## src/design/wmh_pkg.sv

```systemverilog
`default_nettype none
// ----------------------------------------------------------------------------
// Wake-up min-heap package
// Sizes, codes and transaction types shared by the wake-up min-heap modules.
// ----------------------------------------------------------------------------
package wmh_pkg;

  localparam int unsigned DEPTH      = 64;
  localparam int unsigned TIME_BITS  = 32;
  localparam int unsigned ID_BITS    = 8;
  localparam int unsigned ADDR_BITS  = $clog2(DEPTH);
  localparam int unsigned CNT_BITS   = $clog2(DEPTH + 1);
  localparam int unsigned ENTRY_BITS = TIME_BITS + ID_BITS;

  localparam logic [TIME_BITS-1:0] EMPTY_TIME = '1;

  typedef enum logic [0:0] {
    REQ_INSERT = 1'b0,
    REQ_REMOVE = 1'b1
  } req_type_e;

  typedef enum logic [1:0] {
    STATUS_OK    = 2'd0,
    STATUS_FULL  = 2'd1,
    STATUS_EMPTY = 2'd2
  } status_e;

  typedef struct packed {
    req_type_e             req_type;
    logic [ID_BITS-1:0]    task_id;
    logic [TIME_BITS-1:0]  wake_time;
  } wmh_req_t;

  typedef struct packed {
    logic [ID_BITS-1:0]    popped_id;
    logic [TIME_BITS-1:0]  popped_time;
    logic [ID_BITS-1:0]    head_id;
    logic [TIME_BITS-1:0]  head_time;
    logic [CNT_BITS-1:0]   entry_count;
    status_e               status;
  } wmh_rsp_t;

  typedef struct packed {
    logic [TIME_BITS-1:0]  key;
    logic [ID_BITS-1:0]    id;
  } wmh_entry_t;

endpackage
`default_nettype wire

```

## src/design/wakeup_min_heap_top.sv

```systemverilog
`default_nettype none
// ----------------------------------------------------------------------------
// Wake-up min-heap
// Priority queue of sleeping tasks ordered by wake-up tick, held in a
// binary heap in on-chip memory, with a registered result stage.
// ----------------------------------------------------------------------------
// Each transaction is an insert or a remove of the earliest entry and yields
// exactly one result transaction with the popped entry, the new head, the
// entry count and a status. Requests are handled one at a time. An insert
// climbs the heap one level at a time until the new entry lands; a remove
// moves the last entry to the top and descends one level at a time. Each
// level is a step of the read-compare-write loop around the heap memory,
// whose read data is registered. Errors (insert when full, remove when
// empty), an insert into an empty heap and a remove of the last entry finish
// without a sift. A finished result waits in the output register while the
// next request is taken.
module wakeup_min_heap_top
  import wmh_pkg::*;
(
  input  logic     clk_i,
  input  logic     rst_ni,
  input  logic     in_valid_i,
  output logic     in_stall_o,
  input  wmh_req_t in_req_i,
  output logic     out_valid_o,
  input  logic     out_stall_i,
  output wmh_rsp_t out_rsp_o
);

  logic                 rsp_valid;
  logic                 rsp_ready;
  wmh_rsp_t             rsp;
  logic                 wr_en;
  logic [ADDR_BITS-1:0] wr_addr;
  wmh_entry_t           wr_data;
  logic [ADDR_BITS-1:0] rd_addr_a, rd_addr_b;
  wmh_entry_t           rd_data_a, rd_data_b;
  logic                 out_valid_q;
  wmh_rsp_t             out_q;

  wmh_ctrl u_ctrl (
    .clk_i       (clk_i),
    .rst_ni      (rst_ni),
    .req_valid_i (in_valid_i),
    .req_i       (in_req_i),
    .req_stall_o (in_stall_o),
    .rsp_valid_o (rsp_valid),
    .rsp_o       (rsp),
    .rsp_ready_i (rsp_ready),
    .wr_en_o     (wr_en),
    .wr_addr_o   (wr_addr),
    .wr_data_o   (wr_data),
    .rd_addr_a_o (rd_addr_a),
    .rd_addr_b_o (rd_addr_b),
    .rd_data_a_i (rd_data_a),
    .rd_data_b_i (rd_data_b)
  );

  wmh_ram #(
    .DEPTH (DEPTH),
    .WIDTH (ENTRY_BITS)
  ) u_ram (
    .clk_i     (clk_i),
    .we_i      (wr_en),
    .waddr_i   (wr_addr),
    .wdata_i   (wr_data),
    .raddr_a_i (rd_addr_a),
    .raddr_b_i (rd_addr_b),
    .rdata_a_o (rd_data_a),
    .rdata_b_o (rd_data_b)
  );

  assign rsp_ready = !out_valid_q || !out_stall_i;

  always_ff @(posedge clk_i or negedge rst_ni) begin
    if (!rst_ni) begin
      out_valid_q <= 1'b0;
    end else if (rsp_valid && rsp_ready) begin
      out_valid_q <= 1'b1;
    end else if (!out_stall_i) begin
      out_valid_q <= 1'b0;
    end
  end

  always_ff @(posedge clk_i) begin
    if (rsp_valid && rsp_ready) begin
      out_q <= rsp;
    end
  end

  assign out_valid_o = out_valid_q;
  assign out_rsp_o   = out_q;

  a_busy_while_rsp: assert property (@(posedge clk_i) disable iff (!rst_ni)
    rsp_valid |-> in_stall_o)
    else $error("Request taken while a result is still pending.");

  a_full_count: assert property (@(posedge clk_i) disable iff (!rst_ni)
    (out_valid_o && (out_rsp_o.status == STATUS_FULL))
      |-> (out_rsp_o.entry_count == CNT_BITS'(DEPTH)))
    else $error("Full status reported below capacity.");

  a_empty_head: assert property (@(posedge clk_i) disable iff (!rst_ni)
    (out_valid_o && (out_rsp_o.entry_count == '0))
      |-> (out_rsp_o.head_time == EMPTY_TIME) && (out_rsp_o.head_id == '0))
    else $error("Empty heap reports a head entry.");

  a_count_range: assert property (@(posedge clk_i) disable iff (!rst_ni)
    out_valid_o |-> (out_rsp_o.entry_count <= CNT_BITS'(DEPTH)))
    else $error("Entry count exceeds capacity.");

endmodule
`default_nettype wire

```

## src/design/wmh_ram.sv

```systemverilog
`default_nettype none
// ----------------------------------------------------------------------------
// Wake-up min-heap entry memory
// Synchronous memory with one write port and two read ports, read data
// registered, so reads return in the cycle after the address is presented.
// ----------------------------------------------------------------------------
module wmh_ram #(
  parameter int unsigned DEPTH = 64,
  parameter int unsigned WIDTH = 40
) (
  input  logic                     clk_i,
  input  logic                     we_i,
  input  logic [$clog2(DEPTH)-1:0] waddr_i,
  input  logic [WIDTH-1:0]         wdata_i,
  input  logic [$clog2(DEPTH)-1:0] raddr_a_i,
  input  logic [$clog2(DEPTH)-1:0] raddr_b_i,
  output logic [WIDTH-1:0]         rdata_a_o,
  output logic [WIDTH-1:0]         rdata_b_o
);

  logic [WIDTH-1:0] mem_q [DEPTH];
  logic [WIDTH-1:0] rdata_a_q;
  logic [WIDTH-1:0] rdata_b_q;

  always_ff @(posedge clk_i) begin
    if (we_i) begin
      mem_q[waddr_i] <= wdata_i;
    end
    rdata_a_q <= mem_q[raddr_a_i];
    rdata_b_q <= mem_q[raddr_b_i];
  end

  assign rdata_a_o = rdata_a_q;
  assign rdata_b_o = rdata_b_q;

endmodule
`default_nettype wire

```

## src/design/wmh_ctrl.sv

```systemverilog
`default_nettype none
// ----------------------------------------------------------------------------
// Wake-up min-heap sequencer
// Runs one request at a time: sift up after an insert and sift down after a
// remove, one heap level per cycle, reading the memory and writing back the
// moved entry. The entry being sifted is held in a register until it lands.
// ----------------------------------------------------------------------------
module wmh_ctrl
  import wmh_pkg::*;
(
  input  logic                  clk_i,
  input  logic                  rst_ni,
  input  logic                  req_valid_i,
  input  wmh_req_t              req_i,
  output logic                  req_stall_o,
  output logic                  rsp_valid_o,
  output wmh_rsp_t              rsp_o,
  input  logic                  rsp_ready_i,
  output logic                  wr_en_o,
  output logic [ADDR_BITS-1:0]  wr_addr_o,
  output wmh_entry_t            wr_data_o,
  output logic [ADDR_BITS-1:0]  rd_addr_a_o,
  output logic [ADDR_BITS-1:0]  rd_addr_b_o,
  input  wmh_entry_t            rd_data_a_i,
  input  wmh_entry_t            rd_data_b_i
);

  localparam int unsigned CI_BITS = ADDR_BITS + 2;

  localparam logic [2:0] ST_IDLE   = 3'd0;
  localparam logic [2:0] ST_UP     = 3'd1;
  localparam logic [2:0] ST_UP_FIN = 3'd2;
  localparam logic [2:0] ST_LAST   = 3'd3;
  localparam logic [2:0] ST_DOWN   = 3'd4;
  localparam logic [2:0] ST_RESP   = 3'd5;

  logic [2:0]           state_q, state_d;
  logic [CNT_BITS-1:0]  count_q, count_d;
  wmh_entry_t           head_q, head_d;
  wmh_entry_t           x_q, x_d;
  wmh_entry_t           popped_q, popped_d;
  logic [ADDR_BITS-1:0] pos_q, pos_d;
  logic [ADDR_BITS-1:0] par_q, par_d;
  status_e              status_q, status_d;

  logic [ADDR_BITS-1:0] ins_pos;
  logic [CNT_BITS-1:0]  last_cnt;
  logic [CI_BITS-1:0]   l_cur, r_cur, cnt_ext;
  logic                 l_ok, r_ok, l_lt, r_lt_x, r_lt_l;
  logic                 go_left, go_right;
  logic [ADDR_BITS-1:0] child_pos;
  logic [ADDR_BITS:0]   nl_idx, nr_idx;

  assign ins_pos  = count_q[ADDR_BITS-1:0];
  assign last_cnt = count_q - CNT_BITS'(1);
  assign l_cur    = {1'b0, pos_q, 1'b1};
  assign r_cur    = l_cur + CI_BITS'(1);
  assign cnt_ext  = CI_BITS'(count_q);
  assign l_ok     = l_cur < cnt_ext;
  assign r_ok     = r_cur < cnt_ext;
  assign l_lt     = l_ok && (rd_data_a_i.key < x_q.key);
  assign r_lt_x   = r_ok && (rd_data_b_i.key < x_q.key);
  assign r_lt_l   = r_ok && (rd_data_b_i.key < rd_data_a_i.key);
  assign go_right = (l_lt && r_lt_l) || (!l_lt && r_lt_x);
  assign go_left  = l_lt && !r_lt_l;
  assign child_pos = go_right ? r_cur[ADDR_BITS-1:0] : l_cur[ADDR_BITS-1:0];
  assign nl_idx   = {child_pos, 1'b1};
  assign nr_idx   = nl_idx + (ADDR_BITS + 1)'(1);

  always_comb begin
    state_d     = state_q;
    count_d     = count_q;
    head_d      = head_q;
    x_d         = x_q;
    popped_d    = popped_q;
    pos_d       = pos_q;
    par_d       = par_q;
    status_d    = status_q;
    wr_en_o     = 1'b0;
    wr_addr_o   = pos_q;
    wr_data_o   = x_q;
    rd_addr_a_o = par_q;
    rd_addr_b_o = nr_idx[ADDR_BITS-1:0];

    unique case (state_q)
      ST_IDLE: begin
        if (req_valid_i) begin
          popped_d = '0;
          status_d = STATUS_OK;
          state_d  = ST_RESP;
          if (req_i.req_type == REQ_INSERT) begin
            if (count_q == CNT_BITS'(DEPTH)) begin
              status_d = STATUS_FULL;
            end else begin
              x_d.key     = req_i.wake_time;
              x_d.id      = req_i.task_id;
              pos_d       = ins_pos;
              par_d       = (ins_pos - ADDR_BITS'(1)) >> 1;
              rd_addr_a_o = (ins_pos - ADDR_BITS'(1)) >> 1;
              count_d     = count_q + CNT_BITS'(1);
              if (count_q == '0) begin
                wr_en_o   = 1'b1;
                wr_addr_o = '0;
                wr_data_o = x_d;
              end else begin
                state_d = ST_UP;
              end
            end
          end else begin
            if (count_q == '0) begin
              status_d = STATUS_EMPTY;
            end else begin
              popped_d = head_q;
              count_d  = last_cnt;
              if (last_cnt != '0) begin
                rd_addr_a_o = last_cnt[ADDR_BITS-1:0];
                state_d     = ST_LAST;
              end
            end
          end
        end
      end
      ST_UP: begin
        wr_en_o = 1'b1;
        if (x_q.key < rd_data_a_i.key) begin
          wr_data_o = rd_data_a_i;
          pos_d     = par_q;
          if (par_q == '0) begin
            state_d = ST_UP_FIN;
          end else begin
            par_d       = (par_q - ADDR_BITS'(1)) >> 1;
            rd_addr_a_o = (par_q - ADDR_BITS'(1)) >> 1;
          end
        end else begin
          state_d = ST_RESP;
        end
      end
      ST_UP_FIN: begin
        wr_en_o = 1'b1;
        state_d = ST_RESP;
      end
      ST_LAST: begin
        x_d         = rd_data_a_i;
        pos_d       = '0;
        rd_addr_a_o = ADDR_BITS'(1);
        rd_addr_b_o = ADDR_BITS'(2);
        state_d     = ST_DOWN;
      end
      ST_DOWN: begin
        wr_en_o     = 1'b1;
        rd_addr_a_o = nl_idx[ADDR_BITS-1:0];
        if (go_left) begin
          wr_data_o = rd_data_a_i;
          pos_d     = child_pos;
        end else if (go_right) begin
          wr_data_o = rd_data_b_i;
          pos_d     = child_pos;
        end else begin
          state_d = ST_RESP;
        end
      end
      ST_RESP: begin
        if (rsp_ready_i) begin
          state_d = ST_IDLE;
        end
      end
      default: begin
        state_d = ST_IDLE;
      end
    endcase

    if (wr_en_o && (wr_addr_o == '0)) begin
      head_d = wr_data_o;
    end
  end

  always_ff @(posedge clk_i or negedge rst_ni) begin
    if (!rst_ni) begin
      state_q <= ST_IDLE;
      count_q <= '0;
    end else begin
      state_q <= state_d;
      count_q <= count_d;
    end
  end

  always_ff @(posedge clk_i) begin
    head_q   <= head_d;
    x_q      <= x_d;
    popped_q <= popped_d;
    pos_q    <= pos_d;
    par_q    <= par_d;
    status_q <= status_d;
  end

  assign req_stall_o = state_q != ST_IDLE;
  assign rsp_valid_o = state_q == ST_RESP;

  always_comb begin
    rsp_o.popped_id   = popped_q.id;
    rsp_o.popped_time = popped_q.key;
    rsp_o.entry_count = count_q;
    rsp_o.status      = status_q;
    if (count_q == '0) begin
      rsp_o.head_id   = '0;
      rsp_o.head_time = EMPTY_TIME;
    end else begin
      rsp_o.head_id   = head_q.id;
      rsp_o.head_time = head_q.key;
    end
  end

endmodule
`default_nettype wire

```

## config.mk

```make
export PLATFORM = sky130hd
export DESIGN_NAME = wakeup_min_heap_top
export DESIGN_NICKNAME = d
export VERILOG_FILES = /design/src/design/wmh_pkg.sv /design/src/design/wakeup_min_heap_top.sv /design/src/design/wmh_ram.sv /design/src/design/wmh_ctrl.sv
export SDC_FILE = /design/constraint.sdc
export NUM_CORES = 2
export LEC_CHECK = 0
export BUFFER_PORTS_ARGS = -buffer_cell sky130_fd_sc_hd__buf_4
export CAP_MARGIN = 20
export CORE_MARGIN = 2
export CORE_UTILIZATION = 45
export DETAILED_ROUTE_END_ITERATION = 6
export GPL_TIMING_DRIVEN = 0
export MAX_ROUTING_LAYER = met4
export PLACE_DENSITY_LB_ADDON = 0.1
export SYNTH_ARGS = -nofsm -noshare
export SYNTH_HDL_FRONTEND = slang
export SYNTH_HIERARCHICAL = 1
export SYNTH_SLANG_ARGS = --single-unit
```

## constraint.sdc

```tcl
create_clock -name clk_i -period 7 [get_ports clk_i]
set_input_delay 1.05 -clock clk_i [delete_from_list [all_inputs] [get_ports clk_i]]
set_output_delay 1.05 -clock clk_i [all_outputs]
set_load 0.005 [all_outputs]
```

==> impl_metrics.json <==
{
  "end_kind": "flop",
  "finalHoldViolCount": 0,
  "yosys.area.top_type": "edfxtp_1",
  "rows": 199,
  "pin_count": 136,
  "critical_path.startpoint": "u_ctrl/pos_q[1]",
  "dieArea_mm2": 0.3007,
  "yosysTopAreaCellShare": 0.6266,
  "hold_class": "input pin to flop",
  "gp_congestion": 1.066,
  "drc": 0,
  "ant_nets": 0,
  "synth_most_common_cell": "edfxtp_1",
  "cp.required_ps": 7630,
  "die_w_um": 548.4,
  "final_max_slew_viol_count": 0,
  "initial_core_util": 0.4532,
  "drtIter0Drc": 16210,
  "vias_per_cell": 7.265,
  "grt_pass1_vias": 81570,
  "critical_path_class": "flop to flop",
  "tightest_slew_ps": 1380,
  "synth_ff_type": "edfxtp_1",
  "synth-seq-cells": 2874,
  "yosys-top-cells-count": "edfxtp_1, mux4_2, nand2_1",
  "gr-usage-all-layers": 0.3983,
  "holdWs_ps": 364.9,
  "setup_violations": 6,
  "routedWlPerCell_um": 49.38,
  "max_freq_ghz": 0.1403,
  "reg2regPathDepth": 21,
  "core_area_mm2": 0.2943,
  "syn2layout_area_growth_pct": 19.12,
  "layout_min_cycle_time_ps": 7128,
  "cts_buffers": 317,
  "synth.area.top_cells": "edfxtp_1, mux4_2, mux2i_1, dfxtp_1, ha_1",
  "finalWorstSetupSlack_ps": -128.4,
  "fin_crit_sh": 1.018,
  "cts.sinks": 2874,
  "drv_cap": 0,
  "syn_avg_cell_area_um2": 19.59,
  "clk_path_buf_depth": 4,
  "grt_max_degree": 66,
  "drtPass1Iterations": 6,
  "violations": "setup timing",
  "worstPathArrival_ps": 7760,
  "grt_pass1_wl_mm": 762.9,
  "crit_path_start_kind": "flop",
  "cts_tree": "built",
  "synth_fp_nets": 6967,
  "crit_fanout": 10,
  "nets": 7781,
  "endpoint": "u_ram/rdata_a_o[35]",
  "rsz0062_at_grt": "false",
  "path_clk_slew_ps": 60,
  "hpwl_mm": 422.7,
  "vias": 85790,
  "finish.utilization": 0.5398,
  "synthDistinctLibCells": 72,
  "ys_warn_count": 6,
  "grt_remaining_overflow": 0,
  "syn_area_mm2": 0.1334,
  "root_buffer": "clkbuf_16",
  "yosysSeqAreaShare": 0.6407,
  "hp-start": "out_stall_i",
  "antenna_found_initial": 57,
  "die_y_um": 548.4,
  "port_buffers": 135,
  "finalClockSkew_ps": 35.90,
  "wl_mm": 583.1,
  "status": "complete, but fails checks",
  "synth_edf_count": 2783,
  "worstReg2RegEnd": "u_ram/rdata_a_o[35]",
  "final_layout_size_suffix_gt1_frac": 0.3942,
  "clock_latency_ps": 950,
  "reg2reg_slack_ps": -130,
  "syn_inst": 6809,
  "worstReg2RegStart": "u_ctrl/pos_q[1]",
  "htreeDepth": 5,
  "async_flop_share": 0.003827,
  "relSlewSlack": 0.08029
}
cells in the final DEF (no fill, tap or decap), types with 30 or more instances in the layout:
cell type / count
nor2_1: 149
buf_16: 71
buf_8: 132
clkbuf_1: 189
and3_1: 43
o211ai_1: 37
nand3_1: 56
a21oi_1: 122
edfxtp_1: 2783
o21ai_0: 91
clkbuf_2: 60
buf_6: 70
nor2_4: 62
inv_1: 80
dfxtp_1: 78
or2_2: 37
buf_2: 121
mux2i_1: 184
nand2_1: 300
clkbuf_16: 331
nor3_1: 43
clkinv_2: 38
ha_1: 111
buf_4: 253
diode_2: 30
mux4_2: 1441
mux2_2: 65
buf_12: 114
a221oi_1: 32
clkinv_1: 75
nor2b_1: 50
how the worst min path moves through the flow:
stage,end,slack (ps),depth (start not counted)
floorplan,out_rsp_o[0],400,0
global placement,out_rsp_o[68],400,0
detailed placement,out_rsp_o[66],400,0
CTS,out_valid_o,310,2
global route,out_valid_o,350,2
finish,out_valid_o,360,2
kinds of logic (layout without fill, tap and decap cells):
family | count (synthesis) | after routing | synth area share
AOI/OAI and AO/OA | 655 | 655 | 0.03435
DFF | 2874 | 2874 | 0.6407
adders and majority gates | 113 | 113 | 0.01060
buffers and inverters | 594 | 1644 | 0.02041
and+or+nand+nor | 860 | 860 | 0.02979
xor gates and xnor gates | 16 | 16 | 0.001051
other | 1 | 31 | 0.00002812
muxes | 1696 | 1696 | 0.2631
sequential cells by signal (all words and copies together) (netlist names):
register	count
u_ctrl/status_q	2
out_valid_o	1
u_ram/rdata_a_o	40
u_ctrl/rsp_o	40
out_rsp_o	89
u_ctrl/pos_q	6
u_ctrl/state_q	3
u_ram/mem_q	2560
u_ctrl/head_q	40
u_ctrl/count_q	7
u_ctrl/x_q	40
u_ctrl/par_q	6
u_ram/rdata_b_o	40
metrics by stage:
stage	worst slack, ps	TNS (ps)	cells	area [µm²]
6_report	-128.4	-463.0	11810	158900
5_1_grt	0.6155	0	11790	158800
4_1_cts	4.376	0	11760	158400
3_5_place_dp	-3080	-174250	11210	146700
3_3_place_gp	-8552	-	10860	139300
2_1_floorplan	194.5	0	6809	133400
repair_timing:
| action | 4_1_cts | 5_1_grt |
|---|---|---|
| buffers inserted | 3 | 14 |
| resized for setup | 468 | 64 |
| hold endpoints to repair | 11 | 0 |
| pin swaps | 22 | 16 |
| setup endpoints to repair | 80 | 109 |
| hold buffers | 1 | 0 |
critical path, cell delays in order, from the launching register on:
cell and delay (ps):
edfxtp_1 470, buf_4 210, nand3_1 210, nor2_1 90, xor2_1 150, ha_1 290, nand3_1 100, a21oi_2 300
or4_1 230, and4bb_1 200, nor2_1 410, clkbuf_1 510, o21ai_0 150, a21oi_1 260, or3_1 280, buf_4 310
buf_4 400, buf_2 430, buf_16 220, mux4_2 400, a22oi_2 590, o211ai_1 540
layer usage:
metal  vias to the layer above  part of all wire  GRT usage
met2                      7090              0.43     0.5574
met5                         -                 0          -
met4                         0             0.090     0.2809
met1                     46000              0.34     0.4903
met3                      1708              0.14     0.1277
li1                      31000                 -          -
cell type report:
class                   count  area, µm²
diodes                     30      75.07
plain buffers             506       3159
clock buffers             396       8567
clock inverters           159       1267
fillers                 22840     135400
inverters                  83      314.1
multi-input cells        3341      47530
flip-flops and latches   2874      85450
well taps                3919       4903
repair buffers            500       7604
Power is left out: the tool's default activity adds up to more than one toggle a clock period on the data nets, which glitch-free logic cannot reach.
